### src/rtl/gbn_pkg.sv
`default_nettype none

package gbn_pkg;

   // default geometry
   localparam int SEQ_BITS_DEFAULT     = 3;
   localparam int PAYLOAD_BITS_DEFAULT = 32;

   // fixed field widths
   localparam int KIND_BITS   = 2;
   localparam int ACTION_BITS = 3;

   // input event kinds
   localparam logic [KIND_BITS-1:0] KIND_PACKET  = 2'd0;
   localparam logic [KIND_BITS-1:0] KIND_FRAME   = 2'd1;
   localparam logic [KIND_BITS-1:0] KIND_CKSUM   = 2'd2;
   localparam logic [KIND_BITS-1:0] KIND_TIMEOUT = 2'd3;

   // result actions
   localparam logic [ACTION_BITS-1:0] ACT_TRANSMIT = 3'd0;
   localparam logic [ACTION_BITS-1:0] ACT_DELIVER  = 3'd1;
   localparam logic [ACTION_BITS-1:0] ACT_STOP     = 3'd2;
   localparam logic [ACTION_BITS-1:0] ACT_NOTHING  = 3'd3;
   localparam logic [ACTION_BITS-1:0] ACT_REFUSED  = 3'd4;

endpackage

`default_nettype wire

### src/rtl/gbn_ram.sv
`default_nettype none

module gbn_ram #(
   parameter int WIDTH = 32,
   parameter int DEPTH = 8
) (
   input  wire logic                     clock,
   input  wire logic                     wr_en,
   input  wire logic [$clog2(DEPTH)-1:0] wr_addr,
   input  wire logic [WIDTH-1:0]         wr_data,
   input  wire logic [$clog2(DEPTH)-1:0] rd_addr,
   output logic      [WIDTH-1:0]         rd_data
);

   logic [WIDTH-1:0] mem_ff [DEPTH];
   logic [WIDTH-1:0] rd_data_ff;

   // one write port, one registered read port
   always_ff @(posedge clock) begin
      if (wr_en) begin
         mem_ff[wr_addr] <= wr_data;
      end
      rd_data_ff <= mem_ff[rd_addr];
   end

   assign rd_data = rd_data_ff;

endmodule

`default_nettype wire

### src/rtl/go_back_n_link_endpoint_core.sv
`default_nettype none

// Go-Back-N link endpoint with a send window of 2^SEQ_BITS - 1 frames. Each event
// (packet from above, frame arrival, checksum error, timeout) is one req transaction;
// its results leave one per rsp transaction, the final one marked by rsp_tlast, and
// every result of one event carries the same window_open flag. An event is accepted
// in ST_IDLE and decided in ST_DECIDE; the decision loads the result of a packet, a
// checksum error, a timeout with nothing outstanding, an in-order delivery or a frame
// arrival that neither delivers nor stops a timer into the output register. The result
// for each stopped timer of a frame arrival is then loaded in ST_STOP, and the result
// for each resent frame of a timeout in ST_RESEND. The sequencer works on one event at
// a time and req_tready is low until its last result has been loaded into the output
// register. Resent payloads come from an outbound buffer RAM with one read port, read
// one frame per cycle in sequence order while the output register is free.
module go_back_n_link_endpoint_core #(
   parameter int SEQ_BITS     = gbn_pkg::SEQ_BITS_DEFAULT,
   parameter int PAYLOAD_BITS = gbn_pkg::PAYLOAD_BITS_DEFAULT,
   localparam int REQ_DATA_BITS = ((PAYLOAD_BITS + 2 * SEQ_BITS + 7) / 8) * 8,
   localparam int RSP_DATA_BITS = ((PAYLOAD_BITS + 2 * SEQ_BITS + 1 + 7) / 8) * 8
) (
   input  wire logic                             clock,
   input  wire logic                             reset,
   input  wire logic                             req_tvalid,
   output logic                                  req_tready,
   // payload, frame_seq, frame_ack (zero padded)
   input  wire logic [REQ_DATA_BITS-1:0]         req_tdata,
   // kind
   input  wire logic [gbn_pkg::KIND_BITS-1:0]    req_tuser,
   output logic                                  rsp_tvalid,
   input  wire logic                             rsp_tready,
   // out_seq, out_ack, out_payload, window_open (zero padded)
   output logic      [RSP_DATA_BITS-1:0]         rsp_tdata,
   // action
   output logic      [gbn_pkg::ACTION_BITS-1:0]  rsp_tuser,
   output logic                                  rsp_tlast
);

   localparam int                SEQ_COUNT = 1 << SEQ_BITS;
   localparam logic [SEQ_BITS-1:0] WIN     = {SEQ_BITS{1'b1}};
   localparam logic [SEQ_BITS-1:0] SEQ_ONE = SEQ_BITS'(1);

   typedef enum logic [1:0] {
      ST_IDLE,
      ST_DECIDE,
      ST_STOP,
      ST_RESEND
   } state_type;

   // sequencer and window state
   state_type                        state_ff, state_in;
   logic [gbn_pkg::KIND_BITS-1:0]    kind_ff, kind_in;
   logic [PAYLOAD_BITS-1:0]          payload_ff, payload_in;
   logic [SEQ_BITS-1:0]              fseq_ff, fseq_in;
   logic [SEQ_BITS-1:0]              fack_ff, fack_in;
   logic [SEQ_BITS-1:0]              send_next_ff, send_next_in;
   logic [SEQ_BITS-1:0]              oldest_ff, oldest_in;
   logic [SEQ_BITS-1:0]              expected_ff, expected_in;
   logic [SEQ_BITS-1:0]              count_ff, count_in;
   logic [SEQ_BITS-1:0]              remain_ff, remain_in;
   logic                             wopen_ff, wopen_in;

   // output register
   logic                             rsp_valid_ff, rsp_valid_in;
   logic [gbn_pkg::ACTION_BITS-1:0]  rsp_action_ff, rsp_action_in;
   logic [SEQ_BITS-1:0]              rsp_seq_ff, rsp_seq_in;
   logic [SEQ_BITS-1:0]              rsp_ack_ff, rsp_ack_in;
   logic [PAYLOAD_BITS-1:0]          rsp_payload_ff, rsp_payload_in;
   logic                             rsp_wopen_ff, rsp_wopen_in;
   logic                             rsp_last_ff, rsp_last_in;

   // buffer port
   logic                             buf_wr_en;
   logic [PAYLOAD_BITS-1:0]          buf_rd_data;

   // arithmetic on the window edges
   logic                             slot_free;
   logic [SEQ_BITS-1:0]              ack_dist;
   logic                             ack_hit;
   logic [SEQ_BITS-1:0]              stops;
   logic [SEQ_BITS-1:0]              count_after;
   logic [SEQ_BITS-1:0]              ack_out;
   logic                             in_order;

   assign slot_free   = !rsp_valid_ff || rsp_tready;
   assign ack_dist    = fack_ff - oldest_ff;
   assign ack_hit     = ack_dist < count_ff;
   assign stops       = ack_hit ? (ack_dist + SEQ_ONE) : '0;
   assign count_after = count_ff - stops;
   assign ack_out     = expected_ff - SEQ_ONE;
   assign in_order    = fseq_ff == expected_ff;

   // outbound buffer: written on send, read at the next send position
   gbn_ram #(
      .WIDTH (PAYLOAD_BITS),
      .DEPTH (SEQ_COUNT)
   ) u_outbound (
      .clock   (clock),
      .wr_en   (buf_wr_en),
      .wr_addr (send_next_ff),
      .wr_data (payload_ff),
      .rd_addr (send_next_in),
      .rd_data (buf_rd_data)
   );

   // sequencer next state and result generation
   always_comb begin
      state_in       = state_ff;
      kind_in        = kind_ff;
      payload_in     = payload_ff;
      fseq_in        = fseq_ff;
      fack_in        = fack_ff;
      send_next_in   = send_next_ff;
      oldest_in      = oldest_ff;
      expected_in    = expected_ff;
      count_in       = count_ff;
      remain_in      = remain_ff;
      wopen_in       = wopen_ff;
      rsp_valid_in   = rsp_valid_ff && !rsp_tready;
      rsp_action_in  = rsp_action_ff;
      rsp_seq_in     = rsp_seq_ff;
      rsp_ack_in     = rsp_ack_ff;
      rsp_payload_in = rsp_payload_ff;
      rsp_wopen_in   = rsp_wopen_ff;
      rsp_last_in    = rsp_last_ff;
      buf_wr_en      = 1'b0;

      case (state_ff)
         ST_IDLE: begin
            // capture the event
            if (req_tvalid) begin
               kind_in    = req_tuser;
               payload_in = req_tdata[PAYLOAD_BITS-1:0];
               fseq_in    = req_tdata[PAYLOAD_BITS +: SEQ_BITS];
               fack_in    = req_tdata[PAYLOAD_BITS + SEQ_BITS +: SEQ_BITS];
               state_in   = ST_DECIDE;
            end
         end

         ST_DECIDE: begin
            if (slot_free) begin
               rsp_seq_in     = '0;
               rsp_ack_in     = '0;
               rsp_payload_in = '0;
               rsp_last_in    = 1'b1;
               rsp_wopen_in   = count_ff != WIN;
               state_in       = ST_IDLE;
               case (kind_ff)
                  gbn_pkg::KIND_PACKET: begin
                     rsp_valid_in = 1'b1;
                     if (count_ff == WIN) begin
                        rsp_action_in = gbn_pkg::ACT_REFUSED;
                     end else begin
                        // store and send at once
                        buf_wr_en      = 1'b1;
                        rsp_action_in  = gbn_pkg::ACT_TRANSMIT;
                        rsp_seq_in     = send_next_ff;
                        rsp_ack_in     = ack_out;
                        rsp_payload_in = payload_ff;
                        rsp_wopen_in   = (count_ff + SEQ_ONE) != WIN;
                        send_next_in   = send_next_ff + SEQ_ONE;
                        count_in       = count_ff + SEQ_ONE;
                     end
                  end
                  gbn_pkg::KIND_FRAME: begin
                     wopen_in     = count_after != WIN;
                     rsp_wopen_in = count_after != WIN;
                     remain_in    = stops;
                     if (in_order) begin
                        rsp_valid_in   = 1'b1;
                        rsp_action_in  = gbn_pkg::ACT_DELIVER;
                        rsp_payload_in = payload_ff;
                        rsp_last_in    = !ack_hit;
                        expected_in    = expected_ff + SEQ_ONE;
                     end else if (!ack_hit) begin
                        rsp_valid_in  = 1'b1;
                        rsp_action_in = gbn_pkg::ACT_NOTHING;
                     end
                     if (ack_hit) begin
                        state_in = ST_STOP;
                     end
                  end
                  gbn_pkg::KIND_TIMEOUT: begin
                     // rewind to the oldest unacked frame
                     send_next_in = oldest_ff;
                     wopen_in     = count_ff != WIN;
                     remain_in    = count_ff;
                     if (count_ff == '0) begin
                        rsp_valid_in  = 1'b1;
                        rsp_action_in = gbn_pkg::ACT_NOTHING;
                     end else begin
                        state_in = ST_RESEND;
                     end
                  end
                  default: begin
                     rsp_valid_in  = 1'b1;
                     rsp_action_in = gbn_pkg::ACT_NOTHING;
                  end
               endcase
            end
         end

         ST_STOP: begin
            // one cumulative ack step per result
            if (slot_free) begin
               rsp_valid_in   = 1'b1;
               rsp_action_in  = gbn_pkg::ACT_STOP;
               rsp_seq_in     = oldest_ff;
               rsp_ack_in     = '0;
               rsp_payload_in = '0;
               rsp_wopen_in   = wopen_ff;
               rsp_last_in    = remain_ff == SEQ_ONE;
               oldest_in      = oldest_ff + SEQ_ONE;
               count_in       = count_ff - SEQ_ONE;
               remain_in      = remain_ff - SEQ_ONE;
               if (remain_ff == SEQ_ONE) begin
                  state_in = ST_IDLE;
               end
            end
         end

         ST_RESEND: begin
            // buffer read data follows send_next
            if (slot_free) begin
               rsp_valid_in   = 1'b1;
               rsp_action_in  = gbn_pkg::ACT_TRANSMIT;
               rsp_seq_in     = send_next_ff;
               rsp_ack_in     = ack_out;
               rsp_payload_in = buf_rd_data;
               rsp_wopen_in   = wopen_ff;
               rsp_last_in    = remain_ff == SEQ_ONE;
               send_next_in   = send_next_ff + SEQ_ONE;
               remain_in      = remain_ff - SEQ_ONE;
               if (remain_ff == SEQ_ONE) begin
                  state_in = ST_IDLE;
               end
            end
         end

         default: begin
            state_in = ST_IDLE;
         end
      endcase
   end

   // state and registered outputs
   always_ff @(posedge clock) begin
      if (reset) begin
         state_ff     <= ST_IDLE;
         send_next_ff <= '0;
         oldest_ff    <= '0;
         expected_ff  <= '0;
         count_ff     <= '0;
         remain_ff    <= '0;
         rsp_valid_ff <= 1'b0;
      end else begin
         state_ff     <= state_in;
         send_next_ff <= send_next_in;
         oldest_ff    <= oldest_in;
         expected_ff  <= expected_in;
         count_ff     <= count_in;
         remain_ff    <= remain_in;
         rsp_valid_ff <= rsp_valid_in;
      end
      kind_ff        <= kind_in;
      payload_ff     <= payload_in;
      fseq_ff        <= fseq_in;
      fack_ff        <= fack_in;
      wopen_ff       <= wopen_in;
      rsp_action_ff  <= rsp_action_in;
      rsp_seq_ff     <= rsp_seq_in;
      rsp_ack_ff     <= rsp_ack_in;
      rsp_payload_ff <= rsp_payload_in;
      rsp_wopen_ff   <= rsp_wopen_in;
      rsp_last_ff    <= rsp_last_in;
   end

   // port packing
   assign req_tready = state_ff == ST_IDLE;
   assign rsp_tvalid = rsp_valid_ff;
   assign rsp_tuser  = rsp_action_ff;
   assign rsp_tlast  = rsp_last_ff;
   assign rsp_tdata  = RSP_DATA_BITS'({rsp_wopen_ff, rsp_payload_ff, rsp_ack_ff, rsp_seq_ff});

endmodule

`default_nettype wire

### config.mk
export PLATFORM = sky130hd
export DESIGN_NAME = go_back_n_link_endpoint_core
export DESIGN_NICKNAME = d
export VERILOG_FILES = /design/src/rtl/gbn_pkg.sv /design/src/rtl/gbn_ram.sv /design/src/rtl/go_back_n_link_endpoint_core.sv
export SDC_FILE = /design/constraint.sdc
export NUM_CORES = 1
export LEC_CHECK = 0
export ABC_AREA = 1
export BUFFER_PORTS_ARGS = -buffer_cell sky130_fd_sc_hd__buf_4
export CAP_MARGIN = 20
export CORE_MARGIN = 5
export CORE_UTILIZATION = 55
export DETAILED_ROUTE_END_ITERATION = 8
export PLACE_DENSITY_LB_ADDON = 0.15
export SLEW_MARGIN = 20
export SYNTH_ARGS = -nofsm -noshare
export SYNTH_HDL_FRONTEND = slang
export SYNTH_SLANG_ARGS = --single-unit
### constraint.sdc
create_clock -name clock -period 10.4 [get_ports clock]
set_input_delay 1.04 -clock clock [delete_from_list [all_inputs] [get_ports clock]]
set_output_delay 1.04 -clock clock [all_outputs]
set_load 0.005 [all_outputs]
==> impl_metrics.csv <==
group,metric,value,unit
outcome,outcome,"complete, no violations",
synthesis,share_of_synthesized_area_occupied_by_flip_flops_and_latches,70.4,%
hold_path,min_delay_path_depth,1,
pwr,power.switching_fraction,38.9,%
synthesis,distinct_cells_synth,36,
critical_path,rrSetupSlack,6060,ps
drt,drc,0,
critical_path,cpMaxStageDelayCell,"sky130_fd_sc_hd__nand2_4",
layout,num-nets-final,1506,
sta,finalSetupViolCount,0,
job,max_cap_violations,0,
critical_path,worstReg2RegStart,"count_ff[1]",
placed_design,dpl_cell_area,16900,sq um
floorplanning,height_of_the_chip,180,um
clock_network,ctsRootBufferMaster,"sky130_fd_sc_hd__clkbuf_16",
layout,antenna_cells_inserted,0,
synthesis,synth_top_cells_by_area,"sky130_fd_sc_hd__edfxtp_1 64%, sky130_fd_sc_hd__nand2_1 7.9%, sky130_fd_sc_hd__nand3_1 7.1%",
drt,routed-via-count,10500,
floorplanning,dieWidth,180,um
floorplanning,dieArea,32400,sq um
floorplanning,num_io_pins,92,
clock_network,post_cts.resized_instances,0,
synthesis,postSynth.topFlopCell,"sky130_fd_sc_hd__edfxtp_1",
sta,timing.slew.headroom,33.1,%
critical_path,sum_of_buffers_and_inverters_on_the_critical_path,3,
critical_path,worstPathCellList,"ha_1, ha_1, inv_1, ha_1, nand2_1, nand2_1, nand3_1, nand3_4, nand2_4, buf_4, nand2_1, nand2_1, inv_1, nand2_1, nand3_1, nand2_1",
sta,grt_setup_unrepaired,"false",
critical_path,worstRegToRegCells,16,
drt,detail_route.first_pass.iterations,6,
grt,grt_start_max_net_pins,81,
pwr,net_load_switching_power,2.31,mW
sta,timing.final.hold_violations,0,
layout,post-route-cell-area,18300,sq um
synthesis,ys_async_sr_fraction,0,%
drt,detail_route.wl_per_cell,19.3,um
critical_path,critPathTopFamily,"simple AND/OR/NAND/NOR gates",
floorplanning,initial_core_util,55.6,%
drt,drt_first_iter_violations,1254,
drt,route.antenna.remaining_nets,0,
clock_network,post-cts-setup-buffer-count,0,
drt,wirelength,35.8,mm
critical_path,end_kind,"register",
grt,grt_overflow,0,
layout,layout_commonest_cell,"sky130_fd_sc_hd__edfxtp_1",
drt,post_drt_via_cell_ratio,5.64,
critical_path,required,10860,ps
clock_network,tritoncts,"done",
pwr,leakagePower,7.08,nW
pwr,share_seq_of_total_power,36.3,%
clock_network,tritoncts.num_buffers,40,
sta,achievable_clock_frequency,230,MHz
sta,report.final.slew_viol_count,0,
critical_path,worst_path_largest_cell_delay,840,ps
synthesis,postSynthCellCount,1378,
sta,clock-skew-final,11.8,ps
hold_path,holdCritPathClass,"reg -> reg",
pwr,p_per_area,325,nW/um^2
sta,finalHoldWorstSlack,498,ps
critical_path,crit_path_start_kind,"register",
pwr,share_clk_of_total_power,25.5,%
pwr,intPower,3.63,mW
pwr,fraction_of_power_consumed_by_combinational_cells,38.3,%
grt,first_global_vias,10300,
grt,grt_usage,21.8,%
critical_path,critPathMostFrequentCell,"sky130_fd_sc_hd__nand2_1",
hold_path,hold_start,"count_ff[0]",
clock_network,cts_hold_buffers,0,
synthesis,synth_edf_count,340,
synthesis,yosys_warnings,0,
placed_design,dpl.hpwl,18.2,mm
critical_path,crit_arrival,4800,ps
sta,max_slew.worst_pin.slew,1000,ps
pwr,final_total_power,5.93,mW
sta,fin_tns_setup,0,ps
clock_network,cts-htree-levels,2,
grt,antenna_violations_before_repair,0,
floorplanning,fp-row-count,62,
grt,grt_first_pass_wirelength,56.8,mm
critical_path,cp-startpoint,"count_ff[1]",
critical_path,setup.worst_path.class,"reg -> reg",
placed_design,gp_routability_congestion,0.858,
hold_path,holdPathEnd,"count_ff[0]",
layout,area_overhead_of_the_layout_relative_to_synthesis,14.8,%
synthesis,post_synth_instance_area,15900,sq um
sta,shortest_period_the_worst_path_allows,4340,ps
floorplanning,core_area,28600,sq um
layout,final.fill_count,2179,
synthesis,synth_fp_nets,1446,
clock_network,clock_insertion_delay_at_the_later_pin_of_the_skew_report,530,ps
placed_design,placement.io_buffers,88,
layout,commonest_cells_after_routing_fill_and_taps_aside,"340 x sky130_fd_sc_hd__edfxtp_1, 330 x sky130_fd_sc_hd__nand2_1, 224 x sky130_fd_sc_hd__nand3_1",
critical_path,critical_path.reg2reg.endpoint,"u_outbound.rd_data[7]",
sta,finalCritPeriodShare,41.7,%
synthesis,ys_ff_latch,390,
pwr,ir_worst_vdd,0.000343,V
critical_path,critical_path_peak_fanout,72,
layout,drive_gt1_share,13.3,%
synthesis,portion_of_synthesized_cell_area_occupied_by_the_leading_cell_type,64.1,%
clock_network,cts.clk_slew.worst_paths,60,ps
synthesis,synth_top_cell_by_area,"sky130_fd_sc_hd__edfxtp_1",
clock_network,tritoncts_num_sinks,390,
synthesis,synth.avg_cell_area,11.6,sq um
clock_network,cts.path.max_buffers,3,
[registers in the layout, indices dropped and copies added, names as in the netlist, 32 cells and up]
register and count:
payload_ff 32, rsp_payload_ff 32, u_outbound.mem_ff 256, u_outbound.rd_data 32
[cell families (layout without fill, tap and decap cells)]
| kind of cell | count (synthesis) | after routing | share of synthesized area [%] |
|---|---|---|---|
| AOI/OAI and AO/OA | 100 | 100 | 3.36 |
| buffers and inverters | 170 | 261 | 4.71 |
| DFF | 390 | 390 | 70.4 |
| adders and majority gates | 22 | 22 | 1.82 |
| and+or+nand+nor | 686 | 686 | 19.2 |
| other | 1 | 1 | 0.0236 |
| xor gates and xnor gates | 9 | 9 | 0.495 |
[routing by layer]
| layer | track usage (%) | up-vias | part of all wire (%) |
|---|---|---|---|
| met3 | 3.27 | 57 | 6.3 |
| met1 | 30.7 | 5040 | 43 |
| met5 | 0 | - | 0 |
| met4 | 6.62 | 0 | 1.8 |
| li1 | - | 4976 | - |
| met2 | 35.9 | 382 | 49 |
[how the worst max path moves through the flow]
stage                                    to  slack, ps  cells after the start
floorplan           u_outbound.mem_ff[4][0]       6190                      4
global placement     u_outbound.rd_data[31]       6080                     14
detailed placement   u_outbound.rd_data[31]       6050                     14
CTS                  u_outbound.rd_data[31]       6070                     16
global route         u_outbound.rd_data[21]       5650                     16
finish                u_outbound.rd_data[7]       6060                     16
[cell usage after synthesis (5+ instances only)]
| library cell | instances |
|---|---|
| sky130_fd_sc_hd__o21ai_1 | 21 |
| sky130_fd_sc_hd__a21oi_1 | 41 |
| sky130_fd_sc_hd__nand3_1 | 225 |
| sky130_fd_sc_hd__nor2_1 | 47 |
| sky130_fd_sc_hd__edfxtp_1 | 340 |
| sky130_fd_sc_hd__nand4_1 | 65 |
| sky130_fd_sc_hd__nand2_2 | 6 |
| sky130_fd_sc_hd__dfxtp_1 | 50 |
| sky130_fd_sc_hd__o21ai_0 | 22 |
| sky130_fd_sc_hd__inv_1 | 77 |
| sky130_fd_sc_hd__nand2_1 | 333 |
| sky130_fd_sc_hd__buf_4 | 8 |
| sky130_fd_sc_hd__nor3_1 | 7 |
| sky130_fd_sc_hd__buf_1 | 6 |
| sky130_fd_sc_hd__buf_2 | 40 |
| sky130_fd_sc_hd__xor2_1 | 6 |
| sky130_fd_sc_hd__inv_2 | 5 |
| sky130_fd_sc_hd__clkbuf_1 | 28 |
| sky130_fd_sc_hd__ha_1 | 20 |
[per-stage QoR]
stage,util (%),setup WS (ps),cells
2_1_floorplan,-,6190,1378
3_3_place_gp,58.9,6080,1780
3_5_place_dp,58.9,6050,1780
4_1_cts,63.8,6070,1853
5_1_grt,63.8,5650,1853
6_report,63.8,6060,1853
[power groups by stage]
stage / Combinational (mW) / Clock, mW / Sequential [mW]
6_report: 2.27 / 1.51 / 2.15
5_1_grt: 2.57 / 1.61 / 2.17
4_1_cts: 2.28 / 1.54 / 2.15
3_5_place_dp: 2.26 / 0 / 2.18
3_3_place_gp: 2.23 / 0 / 2.17
2_1_floorplan: 1.68 / 0 / 2.15
[final cells by class]
type                    count  area (sq um)  share of cell area (%)
clock buffers              50          1070                    5.85
inverters                  83           312                    1.70
well taps                 384           480                    2.63
multi-input cells         818          4080                    22.3
flip-flops and latches    390         11200                    61.3
repair buffers            105           788                    4.31
clock inverters            23           339                    1.86
(Power assumes the default switching activity.)
